$ cat src/rtl/core/cartridge_bank_controller_defines.svh
// ----------------------------------------------------------------------------
// Cartridge bank controller: assertion macros
// Shared property wrappers, clocked on clk and disabled during rst.
// ----------------------------------------------------------------------------
`ifndef CARTRIDGE_BANK_CONTROLLER_DEFINES_SVH
`define CARTRIDGE_BANK_CONTROLLER_DEFINES_SVH

// Check that a condition implies another in the same cycle
`define CBC_ASSERT_SAME(label, ante, cons) \
  label: assert property (@(posedge clk) disable iff (rst) (ante) |-> (cons)) \
    else $error("cartridge bank controller: same-cycle check failed");

// Check that a condition implies another in the next cycle
`define CBC_ASSERT_NEXT(label, ante, cons) \
  label: assert property (@(posedge clk) disable iff (rst) (ante) |=> (cons)) \
    else $error("cartridge bank controller: next-cycle check failed");

`endif

$ cat src/rtl/core/cbc_pkg.sv
// ----------------------------------------------------------------------------
// Cartridge bank controller package
// Mapper and request codes, and the access descriptor passed to the datapath.
// ----------------------------------------------------------------------------
`timescale 1ns / 1ps
`default_nettype none

package cbc_pkg;

  // Mapper kinds
  localparam logic [1:0] MAPPER_PLAIN = 2'd0;
  localparam logic [1:0] MAPPER_MBC1  = 2'd1;
  localparam logic [1:0] MAPPER_MBC2  = 2'd2;
  localparam logic [1:0] MAPPER_MBC3  = 2'd3;

  // Request kinds
  localparam logic REQ_READ  = 1'b0;
  localparam logic REQ_WRITE = 1'b1;

  // Fixed read values in the RAM window
  localparam logic [7:0] RAM_DISABLED_DATA = 8'hFF;
  localparam logic [7:0] CLOCK_READ_DATA   = 8'h00;

  localparam int unsigned ROM_ADDR_W = 21;

  // Decoded access for one request
  typedef struct packed {
    logic                  rd_ram;
    logic                  wr_ram;
    logic                  from_rom;
    logic [7:0]            fixed_data;
    logic [ROM_ADDR_W-1:0] rom_address;
  } access_t;

endpackage

`default_nettype wire

$ cat src/rtl/core/cbc_bank_regs.sv
// ----------------------------------------------------------------------------
// Cartridge bank registers and access decode
// Holds the bank state, applies bank writes and decodes each request.
// ----------------------------------------------------------------------------
`timescale 1ns / 1ps
`default_nettype none

module cbc_bank_regs #(
  parameter int EXT_RAM_BYTES = 32768,
  parameter int ROM_BANK_BITS = 7
) (
  input  wire logic                             clk,
  input  wire logic                             rst,
  input  wire logic                             accept,
  input  wire logic [1:0]                       mapper_type,
  input  wire logic                             req_type,
  input  wire logic [15:0]                      bus_address,
  input  wire logic [7:0]                       write_data,
  output cbc_pkg::access_t                      acc,
  output logic      [$clog2(EXT_RAM_BYTES)-1:0] ram_idx
);

  localparam int RBB = ROM_BANK_BITS;
  localparam int AW  = $clog2(EXT_RAM_BYTES);
  localparam logic [16:0] SIZE_1 = 17'(EXT_RAM_BYTES);
  localparam logic [16:0] SIZE_2 = 17'(2 * EXT_RAM_BYTES);
  localparam logic [16:0] SIZE_3 = 17'(3 * EXT_RAM_BYTES);

  logic [RBB-1:0] rom_bank, rom_bank_next;
  logic [1:0]     ram_bank, ram_bank_next;
  logic           ram_enable, ram_enable_next;
  logic           ram_bank_mode, ram_bank_mode_next;
  logic           clock_selected, clock_selected_next;

  logic           is_write, in_ram, enable_bit;
  logic [6:0]     bank7, lo7, hi7;
  logic [RBB-1:0] lo_m, hi_m, m3_m;
  logic [RBB-1:0] mbc1_lo_bank, mbc1_hi_bank, mbc3_bank;
  logic [1:0]     eff_bank;
  logic [16:0]    raw_idx, wrap_sub, wrapped;

  assign is_write   = (req_type == cbc_pkg::REQ_WRITE);
  assign in_ram     = (bus_address[15:13] == 3'b101);
  assign enable_bit = |(write_data & 8'h0A);

  // Candidate ROM banks, masked to width and kept off bank zero
  assign bank7 = 7'(rom_bank);
  assign lo7   = {bank7[6:5], write_data[4:0]};
  assign hi7   = {write_data[1:0], bank7[4:0]};
  assign lo_m  = lo7[RBB-1:0];
  assign hi_m  = hi7[RBB-1:0];
  assign m3_m  = write_data[RBB-1:0];
  assign mbc1_lo_bank = (lo_m[4:0] == 5'd0) ? (lo_m | RBB'(1)) : lo_m;
  assign mbc1_hi_bank = (hi_m[4:0] == 5'd0) ? (hi_m | RBB'(1)) : hi_m;
  assign mbc3_bank    = (m3_m == '0) ? RBB'(1) : m3_m;

  // RAM bank in use, and byte index wrapped to the RAM size
  always_comb begin
    unique case (mapper_type)
      cbc_pkg::MAPPER_MBC1:  eff_bank = ram_bank_mode ? ram_bank : 2'd0;
      cbc_pkg::MAPPER_MBC3:  eff_bank = ram_bank;
      cbc_pkg::MAPPER_PLAIN,
      cbc_pkg::MAPPER_MBC2:  eff_bank = 2'd0;
      default:               eff_bank = 2'd0;
    endcase
  end

  assign raw_idx  = {2'b00, eff_bank, bus_address[12:0]};
  assign wrap_sub = (raw_idx >= SIZE_3) ? SIZE_3 :
                    (raw_idx >= SIZE_2) ? SIZE_2 :
                    (raw_idx >= SIZE_1) ? SIZE_1 : 17'd0;
  assign wrapped  = raw_idx - wrap_sub;
  assign ram_idx  = wrapped[AW-1:0];

  // Bank register updates on write requests
  always_comb begin
    rom_bank_next       = rom_bank;
    ram_bank_next       = ram_bank;
    ram_enable_next     = ram_enable;
    ram_bank_mode_next  = ram_bank_mode;
    clock_selected_next = clock_selected;
    if (accept && is_write) begin
      unique case (mapper_type)
        cbc_pkg::MAPPER_MBC1: begin
          unique case (bus_address[15:13])
            3'd0: ram_enable_next = enable_bit;
            3'd1: rom_bank_next = mbc1_lo_bank;
            3'd2: begin
              if (ram_bank_mode) begin
                ram_bank_next = write_data[1:0];
              end else begin
                rom_bank_next = mbc1_hi_bank;
              end
            end
            3'd3: ram_bank_mode_next = write_data[0];
            default: ;
          endcase
        end
        cbc_pkg::MAPPER_MBC3: begin
          unique case (bus_address[15:13])
            3'd0: begin
              ram_enable_next     = enable_bit;
              clock_selected_next = enable_bit;
            end
            3'd1: rom_bank_next = mbc3_bank;
            3'd2: begin
              if (write_data <= 8'h03) begin
                clock_selected_next = 1'b0;
                ram_bank_next       = write_data[1:0];
              end else if (write_data >= 8'h08 && write_data <= 8'h0C) begin
                clock_selected_next = 1'b1;
              end
            end
            default: ;
          endcase
        end
        cbc_pkg::MAPPER_PLAIN,
        cbc_pkg::MAPPER_MBC2: ;
        default: ;
      endcase
    end
  end

  // Hold the bank registers
  always_ff @(posedge clk) begin
    if (rst) begin
      rom_bank       <= RBB'(1);
      ram_bank       <= 2'd0;
      ram_enable     <= 1'b0;
      ram_bank_mode  <= 1'b0;
      clock_selected <= 1'b0;
    end else begin
      rom_bank       <= rom_bank_next;
      ram_bank       <= ram_bank_next;
      ram_enable     <= ram_enable_next;
      ram_bank_mode  <= ram_bank_mode_next;
      clock_selected <= clock_selected_next;
    end
  end

  // Decode the request into a RAM access, ROM address or fixed value
  always_comb begin
    acc = '0;
    if (is_write) begin
      unique case (mapper_type)
        cbc_pkg::MAPPER_PLAIN: acc.wr_ram = in_ram;
        cbc_pkg::MAPPER_MBC1:  acc.wr_ram = in_ram && ram_enable;
        cbc_pkg::MAPPER_MBC3:  acc.wr_ram = in_ram && ram_enable && !clock_selected;
        cbc_pkg::MAPPER_MBC2:  acc.wr_ram = 1'b0;
        default:               acc.wr_ram = 1'b0;
      endcase
    end else begin
      unique case (mapper_type)
        cbc_pkg::MAPPER_PLAIN: begin
          if (!bus_address[15]) begin
            acc.from_rom    = 1'b1;
            acc.rom_address = 21'(bus_address);
          end else if (in_ram) begin
            acc.rd_ram = 1'b1;
          end
        end
        cbc_pkg::MAPPER_MBC1,
        cbc_pkg::MAPPER_MBC3: begin
          if (bus_address[15:14] == 2'b00) begin
            acc.from_rom    = 1'b1;
            acc.rom_address = 21'(bus_address);
          end else if (bus_address[15:14] == 2'b01) begin
            acc.from_rom    = 1'b1;
            acc.rom_address = 21'({rom_bank, bus_address[13:0]});
          end else if (in_ram) begin
            if (mapper_type == cbc_pkg::MAPPER_MBC3 && clock_selected) begin
              acc.fixed_data = cbc_pkg::CLOCK_READ_DATA;
            end else if (!ram_enable) begin
              acc.fixed_data = cbc_pkg::RAM_DISABLED_DATA;
            end else begin
              acc.rd_ram = 1'b1;
            end
          end
        end
        cbc_pkg::MAPPER_MBC2: ;
        default: ;
      endcase
    end
  end

endmodule

`default_nettype wire

$ cat config.mk
export PLATFORM = sky130hd
export DESIGN_NAME = cbc_bank_regs
export DESIGN_NICKNAME = d
export VERILOG_FILES = /design/src/rtl/core/cartridge_bank_controller_defines.svh /design/src/rtl/core/cbc_pkg.sv /design/src/rtl/core/cbc_bank_regs.sv
export SDC_FILE = /design/constraint.sdc
export NUM_CORES = 1
export LEC_CHECK = 0
export ABC_CLOCK_PERIOD_IN_PS = 2300
export BUFFER_PORTS_ARGS = -buffer_cell sky130_fd_sc_hd__buf_2
export CAP_MARGIN = 20
export CORE_MARGIN = 2
export CORE_UTILIZATION = 43
export CTS_BUF_LIST = sky130_fd_sc_hd__clkbuf_4 sky130_fd_sc_hd__clkbuf_8
export DETAILED_ROUTE_END_ITERATION = 12
export PLACE_DENSITY_LB_ADDON = 0.05
export SKIP_LAST_GASP = 1
export SLEW_MARGIN = 20
export SYNTH_ARGS = -nofsm -noshare
export SYNTH_HDL_FRONTEND = slang
export SYNTH_SLANG_ARGS = --single-unit
$ cat constraint.sdc
create_clock -name clk -period 2.3 [get_ports clk]
set_input_delay 0.46 -clock clk [delete_from_list [all_inputs] [get_ports clk]]
set_output_delay 0.46 -clock clk [all_outputs]
set_load 0.1 [all_outputs]
Word level (Yosys, flattened, before mapping)
Cells that the tools add are included.

storage, ports and cells
  register bits = 12
  output and inout port bits = 47

cells by class
  add/subtract/negate cells = 1
  magnitude comparators = 5
  equality and inequality tests = 21
  muxes and demuxes = 45
  reductions and logical operators = 24

operators by type and width
  cell                    count
  $mux W8                 6
  $mux W15                3
  $mux W21                2
  $pmux W21 S2            1
  $ge A15 B17 Y1 const B  2
  $mux W30                1
  $pmux W7 S2             2
  $mux W7                 3
  $reduce_and A6 Y1       3
  $mux W1                 16
  $sub A15 B15 Y15        1
  $logic_not A5 Y1        2
  $mux W2                 5
  $ne A2 B2 Y1 const B    5
  $ne A3 B3 Y1 const B    3
  $ge A8 B4 Y1 const B    1
  $le A8 B2 Y1 const B    1
  $le A8 B4 Y1 const B    1
  $ne A2 B1 Y1 const B    4
  $logic_not A7 Y1        1
  $eq A3 B2 Y1 const B    2
  $pmux W1 S2             3
  $pmux W2 S3             1
  $reduce_and A3 Y1       2
  15 further kinds        25

Logic depth before layout (Yosys ltp)
Gate-level depths: netlist of run 1.

  depth after elaboration = 8
  gate-level depth with buffers = 5

Worst setup path after synthesis of run 1
OpenSTA, ideal clock, no wires.

  path kind = input port to output port
  from = input port mapper_type[1]
  to = output port acc[31] (netlist bit)
  data arrival time = 3986 ps
  data required time = 1840 ps
  slack = -2146 ps
  stages = 4
  path through = clkbuf_1 -> nand2_1 -> nand4b_1 -> nor4b_1

RTL lines
  item                line                 text
  start: declaration  cbc_bank_regs.sv:15  input wire logic [1:0] mapper_type,
  end: declaration    cbc_bank_regs.sv:19  output cbc_pkg::access_t acc,

==> metrics, run 1 <==
period utilization 0.8729; Post-CTS Setup Inserts 0; Avg Inst Size Synth just over 8 µm²; total wire length 3141 µm; Initial DRC Count 6; Std-Cell Rows 18; cts-stage hold buffer count 0; RD Place Congestion between 0.8 and 0.9; Req. time, crit path 1.84 ns; area grow syn2layout 74.41%; #FFs+latches synth 12; largest area contributor in the netlist dfxtp_1; initial antenna violation count 0; Placed Area about 0.0019 mm²; sequential area share after synthesis 0.2155; synth cell count leaders 20 x and2_1, 20 x buf_4, 14 x nor2_1; Synth warnings 0; Clk Latency, worst-skew pair around 0.27 ns; cell count after synthesis around 140; cts bufs inserted 3; layer with the highest usage met2; Critical Path Start Type input pin; # diodes 0; filler cell count between 150 and 200; MaxCap Viol Count 0; Port Buf Inserts 76; met3 GRT Util 0.02957; Starting Density 0.4500; Power Density 363.9 mW/mm²; Die ar. roughly 0.0030 mm²; LEAKAGE around 0.82 nW; clk_skew about 0.0075 ns; H-tree levels 1; Clock Sinks 12; largest net degree at the start of global routing 17; fin area 0.001944 mm²; Final Util 0.7848; GR Util All Layers 0.2175; CP Class input pin to output port; Hold Violations, Final 0; Async S/R FF share, synth 0; Yosys cell types 40; layout cells sized above 1 0.5469; Setup-failing EPs final 0; status finished, final reports clean; DRC Markers 0; drt wl/cell around 14 µm; remaining global-route overflow 0; nets@finish roughly 220; # resized after CTS 0; Max FO, Critical Path 11; ys flop type dfxtp_1; CTS max path bufs 2; EDFF count, synth 0; chip height approximately 55 µm; post-route ant nets 0; synthesized area 0.001115 mm²; Min Hold Slack roughly 0.46 ns; first drt pass iteration count 4; fin. max-slew vios 0; syn_nets approximately 170; WP data arrival about 1.6 ns; CTS tree done; global-route wire length before repair 4802 µm; floorplan core area 0.002477 mm²; via count approximately 1,200; global-route met2 utilization 0.4067; Reg clk slew, reported paths roughly 0.060 ns; min Tclk post-route 2.008 ns; Worst Setup End Kind output port; routed vias/inst 5.207; DP HPWL 2698 µm; measured slew at the worst slew-check pin 0.4653 ns; RSZ-0062 raised after global routing no; # IOs 77; Tot Pwr between 700 and 800 µW; vias in the first global route 1,086; clk root buf clkbuf_4; met1 Use GR 0.2463; Max VDD drop 0.3898 mV; synth top area cells dfxtp_1 22%, buf_4 13%, and2_1 11%, mux2i_1 8.1%, nor2_1 4.7%; Die Width between 50 and 60 µm; achievable frequency around 500 MHz; Min-Delay Path Class input pin to flop; normalized max-slew margin 0.6818; area fraction of the dominant cell type after synthesis 0.2155
-- state kept, by name, indices dropped and copies added, names as in the netlist --
signal / flops
ram_enable: 1
clock_selected: 1
bank7: 7
ram_bank_mode: 1
ram_bank: 2
-- worst paths after layout --
| path | from | depth (start not counted) | slack, ns | endpoint |
|---|---|---|---|---|
| max | bus_address[14] | 5 | 0.29 | acc[25] |
| min | write_data[2] | 3 | 0.46 | bank7[2] |
| max reg2reg | ram_bank_mode | 4 | 0.80 | bank7[6] |
| min reg2reg | ram_bank[1] | 2 | 0.47 | ram_bank[1] |
-- layer usage --
layer | part of all wire | wire length, µm
met5 | 0 | 0
met4 | 0.0067 | 21
met3 | 0.10 | 324
met2 | 0.53 | 1660
met1 | 0.36 | 1135
-- power breakdown --
part / switching, mW / internal (mW) / total (mW)
clock network: 0.0644 / 0.0605 / 0.125
registers: 0.000819 / 0.209 / 0.210
logic: 0.263 / 0.109 / 0.373
total: 0.329 / 0.379 / 0.707
-- cell usage in the layout (no fill, tap or decap), types with 4 or more instances in the layout --
cell	n
nand3_1	5
and2_4	9
dfxtp_1	12
nand2b_1	8
and2_1	11
buf_2	44
nor2_1	14
mux2i_1	9
buf_12	33
nor3_1	4
-- cell type report --
class	count	area, µm²	share of cell area
clock buffer	3	22.52	0.01158
inverter	1	3.754	0.001931
multi-input combinational	96	737.0	0.3790
sequential	12	240.2	0.1236
tap	30	37.54	0.01931
timing repair buffer	80	903.4	0.4646
-- stage by stage --
| stage | setup slack [ns] | TNS [ns] | cells |
|---|---|---|---|
| 2_1_floorplan | -0.4534 | -3.539 | 135 |
| 3_3_place_gp | 0.2911 | 0 | 219 |
| 3_5_place_dp | 0.2723 | 0 | 219 |
| 4_1_cts | 0.2751 | 0 | 222 |
| 5_1_grt | 0.2228 | 0 | 222 |
| 6_report | 0.2924 | 0 | 222 |
-- logic make-up after synthesis --
logic type	Yosys count	synth area share
and+or+nand+nor	75	0.4366
buffers and inverters	27	0.1672
AOI/OAI and AO/OA	12	0.09989
muxes	9	0.08081
DFF	12	0.2155
-- worst max-delay path, cell delays in order --
cell and delay, ns:
buf_2 0.17, nand4b_1 0.32, nor3_4 0.22, buf_12 0.18, buf_12 0.18
No activity file was read; power rests on OpenSTA's default activity.
==> run 2, diff against run 1 <==
- PLACE_DENSITY: unset -> 0.88
- PLACE_DENSITY_LB_ADDON: 0.05 -> unset
==> run 2 against run 1 <==
Net effect: sequential share of layout area stayed put; global-route usage is 1.3 points higher; sequential power hardly changed; worst setup slack worse by 0.035 ns; hold slack better by 0.0022 ns; first-iteration DRC count is 120% higher.
==> metrics, run 2 (synthesized netlist as in run 1, its figures left out) <==
measured slew at the worst slew-check pin 0.4932 ns (+0.02787 ns); # IOs 77 (unchanged); MaxCap Viol Count 0 (unchanged); total wire length 3338 µm (+6.3%); max reg flops 7 (unchanged); vias in the first global route 1,130 (+4.1%); area grow syn2layout 74.41% (unchanged); Worst Setup End Kind output port; fin area 0.001944 mm² (unchanged); Clock Sinks 12 (unchanged); layout cells sized above 1 0.5469 (unchanged); Critical R2R Launch bank7[4]; H-tree levels 1 (unchanged); Reg clk slew, reported paths 0.07 ns (about the same); Setup crit start mapper_type[1]; Power Density 370.8 mW/mm² (+1.9%); chip height 54.92 µm (unchanged); nets@finish 224 (unchanged); RD Place Congestion 0.9453 (+7.3%); CTS tree done; # resized after CTS 0 (unchanged); commonest non-fill, non-tap cell in the layout buf_2; Post-CTS Setup Inserts 0 (unchanged); min Tclk post-route 2.043 ns (+0.03524 ns); Std-Cell Rows 18 (unchanged); cts bufs inserted 3 (unchanged); Placed Area 0.001922 mm² (unchanged); Final Util 0.7848 (unchanged); Max VDD drop 0.3827 mV (-1.8%); period utilization 0.8882 (+0.01532); fin. max-slew vios 0 (unchanged); RSZ-0062 raised after global routing no; normalized max-slew margin 0.6735 (-0.008299); Die ar. 0.003016 mm² (unchanged); Clk Latency, worst-skew pair 0.28 ns (about the same); Min-Delay Path Class input pin to flop; # diodes 0 (unchanged); HP Start write_data[3]; post-route setup TNS 0 ns (unchanged); filler cell count 168 (-4.0%); Hold Violations, Final 0 (unchanged); CTS max path bufs 2 (unchanged); remaining global-route overflow 0 (unchanged); Critical Path Start Type input pin; drt wl/cell 15.04 µm (+6.3%); DRC Markers 0 (unchanged); achievable frequency 489.5 MHz (-1.7%); via count 1,215 (+5.1%); first drt pass iteration count 5 (+1); post-route ant nets 0 (unchanged); Die Width 54.92 µm (unchanged); DP Cell Count 219 (unchanged); LEAKAGE 0.8165 nW (unchanged); Max FO, Critical Path 15 (+4); CP Class input pin to output port; Final Non-Filler Cells 222 (unchanged); initial antenna violation count 0 (unchanged); floorplan core area 0.002477 mm² (unchanged); largest net degree at the start of global routing 17 (unchanged); routed vias/inst 5.473 (+5.1%); Port Buf Inserts 76 (unchanged); Initial DRC Count 13 (+7); commonest cells after routing, fill and taps aside 44 x buf_2, 33 x buf_12, 14 x nor2_1, 12 x dfxtp_1, 11 x and2_1; status finished, final reports clean; pre-CTS setup slack 0.2449 ns (-0.02742 ns); cts-stage hold buffer count 0 (unchanged); clk root buf clkbuf_4; worst setup margin 0.2571 ns (-0.03524 ns); GR Util All Layers 0.2303 (+0.01283); WP data arrival 1.58 ns (+0.03 ns); global-route wire length before repair 4961 µm (+3.3%); clk_skew 0.001197 ns (-0.006340 ns); DP HPWL 2766 µm (+2.5%); Req. time, crit path 1.84 ns (about the same); Setup-failing EPs final 0 (unchanged); Starting Density 0.4500 (unchanged)
==> run 2: worst max-delay path, cell delays in order <==
cell     delay, ns
buf_2         0.11
nor2b_1       0.17
nor3_1        0.18
buf_4         0.24
and2_1        0.22
buf_12        0.19
==> run 2: metal layers <==
| metal | GRT usage | up-vias | part of all wire |
|---|---|---|---|
| met4 | 0.1098 | 0 | 0.018 |
| li1 | - | 567 | - |
| met1 | 0.2475 | 564 | 0.37 |
| met2 | 0.4306 | 77 | 0.51 |
| met5 | 0 | - | 0 |
| met3 | 0.04032 | 7 | 0.11 |
==> run 2: area by class of cell <==
cell class              instances  area [µm²]  area share
clock buffers                   3       22.52     0.01158
well taps                      30       37.54     0.01931
flip-flops and latches         12       240.2      0.1236
multi-input cells              96       737.0      0.3790
repair buffers                 80       903.4      0.4646
inverters                       1       3.754    0.001931
==> run 2: power breakdown <==
part / switching (mW) / leakage (nW) / internal, mW / total, mW
combinational: 0.265 / 0.706 / 0.109 / 0.374
clock: 0.0759 / 0.0138 / 0.0609 / 0.137
sequential: 0.000867 / 0.0968 / 0.209 / 0.210
total: 0.342 / 0.817 / 0.379 / 0.721
==> run 2: worst paths after layout <==
| path | slack, ns | cells after the start | endpoint |
|---|---|---|---|
| min | 0.47 | 3 | bank7[3] |
| min reg2reg | 0.48 | 2 | ram_bank[0] |
| max | 0.26 | 6 | acc[3] |
| max reg2reg | 0.84 | 4 | bank7[0] |
==> run 2: metrics by stage <==
stage | total power [mW] | hold slack, ns
6_report | 0.7209 | 0.4654
5_1_grt | 0.7459 | 0.4719
4_1_cts | 0.7252 | 0.4587
3_5_place_dp | 0.5893 | 0.4734
3_3_place_gp | 0.5829 | 0.4554
2_1_floorplan | 0.4894 | 0.4436
==> run 3, diff against run 2 <==
- PLACE_DENSITY: 0.88 -> 0.83
==> run 3 against run 2 <==
Net effect: global-route usage rose by 0.90 points; hold slack improved by 0.017 ns; final cell count increased by 0.90%; first-iteration DRC count up 23%; clock skew barely moved; sequential cell count unchanged.
==> metrics, run 3 (synthesized netlist as in run 1, its figures left out) <==
Max VDD drop 0.5577 mV (+46%); Critical Path Max Stage Delay 0.24 ns (about the same); Hold Violations, Final 0 (unchanged); filler cell count 160 (-4.8%); Power Internal 415.8 µW (+9.7%); measured slew at the worst slew-check pin 0.5604 ns (+0.06725 ns); cts-stage hold buffer count 0 (unchanged); Min-Delay Path Class flop to flop; # resized after CTS 0 (unchanged); # diodes 0 (unchanged); Initial DRC Count 16 (+3); Die ar. 0.003016 mm² (unchanged); nets@finish 225 (+0.45%); HP Start ram_bank[1]; largest net degree at the start of global routing 17 (unchanged); Sw Ratio 0.4491 (-0.02496); post-route setup TNS 0 ns (unchanged); Req. time, crit path 1.84 ns (about the same); clk_skew 0.001395 ns (+0.0001976 ns); area grow syn2layout 76.32%; post-route ant nets 0 (unchanged); RD Place Congestion 0.9068 (-4.1%); clock share of power 0.225 (+0.035); GR Util All Layers 0.2393 (+0.009009); floorplan core area 0.002477 mm² (unchanged); Critical R2R Launch bank7[0]; fin area 0.001966 mm² (+1.1%); MaxCap Viol Count 0 (unchanged); Power Density 384.0 mW/mm² (+3.6%); register area 240.2 µm² (unchanged); Reg clk slew, reported paths 0.07 ns (about the same); routed vias/inst 5.379 (-1.7%); Logic pwr share 0.497 (-0.022); Multi-input gate area 737.0 µm² (unchanged); cells along the critical path buf_2, buf_4, nand2_1, nand4b_1, nor3_4, buf_12, buf_12; R2R depth 4 (unchanged); H-tree levels 1 (unchanged); # IOs 77 (unchanged); commonest cells after routing, fill and taps aside 44 x buf_2, 33 x buf_12, 14 x nor2_1, 12 x dfxtp_1, 11 x and2_1; Seq pwr share 0.278 (-0.013); global-route wire length before repair 5230 µm (+5.4%); Std-Cell Rows 18 (unchanged); initial antenna violation count 0 (unchanged); WHS Path Cells 2 (-1); cts bufs inserted 3 (unchanged); Worst Setup End Kind output port; WP data arrival 1.65 ns (+0.07 ns); Max FO, Critical Path 10 (-5); crit-path leading delay family buffers and inverters; clk root buf clkbuf_4; vias in the first global route 1,166 (+3.2%); Sw Pwr 339.0 µW (-0.81%); DP HPWL 2808 µm (+1.5%); Worst path slowest cell nand4b_1; LEAKAGE 0.8289 nW (+1.5%); period utilization 0.9173 (+0.02909); Starting Density 0.4500 (unchanged); CTS max path bufs 2 (unchanged); Critical Path Start Type input pin; layout cells sized above 1 0.5515 (+0.004671); stages on the worst setup path 7 (+1); min Tclk post-route 2.110 ns (+0.06690 ns); fin. max-slew vios 0 (unchanged); CP Class input pin to output port; CP dominant cell by count buf_12; status finished, final reports clean; Placed Area 0.001929 mm² (+0.39%); Post-CTS Setup Inserts 0 (unchanged); remaining global-route overflow 0 (unchanged); DRC Markers 0 (unchanged); commonest non-fill, non-tap cell in the layout buf_2; Clock Sinks 12 (unchanged); total wire length 3333 µm (-0.15%); via count 1,205 (-0.82%); sum of buffers and inverters on the critical path 4 (+1); first drt pass iteration count 4 (-1); Setup crit start mapper_type[1]; drt wl/cell 14.88 µm (-1.0%); Port Buf Inserts 76 (unchanged); Setup-failing EPs final 0 (unchanged); RSZ-0062 raised after global routing no; normalized max-slew margin 0.6167 (-0.05676); Die Width 54.92 µm (unchanged); Clk Latency, worst-skew pair 0.28 ns (about the same); CTS tree done; chip height 54.92 µm (unchanged); max reg flops 7 (unchanged); achievable frequency 474.0 MHz (-3.2%)
[run 3: cell count changes in the layout (fill, tap and decap cells not counted)]
cell	before	now
clkbuf_8	0	1
buf_4	3	4
[run 3: path summary, 6_finish.rpt]
check | to | slack, ns
max | acc[25] | 0.19
min | ram_bank[1] | 0.48
max reg2reg | bank7[0] | 0.73
min reg2reg | ram_bank[1] | 0.48
[run 3: power groups by stage]
stage / Sequential, mW / Clock [mW] / Combinational [mW]
global placement: 0.215 / 0 / 0.371
CTS: 0.210 / 0.174 / 0.376
floorplan: 0.214 / 0 / 0.275
global route: 0.210 / 0.184 / 0.390
finish: 0.210 / 0.170 / 0.375
detailed placement: 0.215 / 0 / 0.375
[run 3: worst register-to-register path, delay by kind of cell, from the launching register on]
kind	cells	cell delay, ns
flip-flops	1	0.35
AND/OR/NAND/NOR	2	0.76
AO/OA/AOI/OAI	2	0.38
[run 3: area by class of cell]
class,instances,area share
multi-input combinational,96,0.3749
tap,30,0.01910
clock buffer,4,0.01846
inverter,1,0.001910
sequential,12,0.1222
timing repair buffer,81,0.4634
[run 3: per-stage QoR]
step / setup slack [ns] / cells / hold WS, ns / util / power (mW)
after CTS: 0.1868 / 224 / 0.4774 / 0.7934 / 0.7590
after global routing: 0.1083 / 224 / 0.4837 / 0.7934 / 0.7844
final: 0.1902 / 224 / 0.4820 / 0.7934 / 0.7547
after detailed placement: 0.1887 / 220 / 0.4704 / 0.7788 / 0.5898
after global placement: 0.2459 / 220 / 0.4555 / 0.7788 / 0.5854
after floorplan: -0.4534 / 135 / 0.4436 / - / 0.4894
[run 3: layer usage]
metal  GRT usage  part of all wire  vias up  routed length (µm)
met3     0.05376              0.11        3                 368
met2      0.4563              0.53       76                1766
met1      0.2574              0.35      554                1177
met5           0                 0        -                   0
li1            -                 -      572                   -
met4     0.07724            0.0063        0                  21
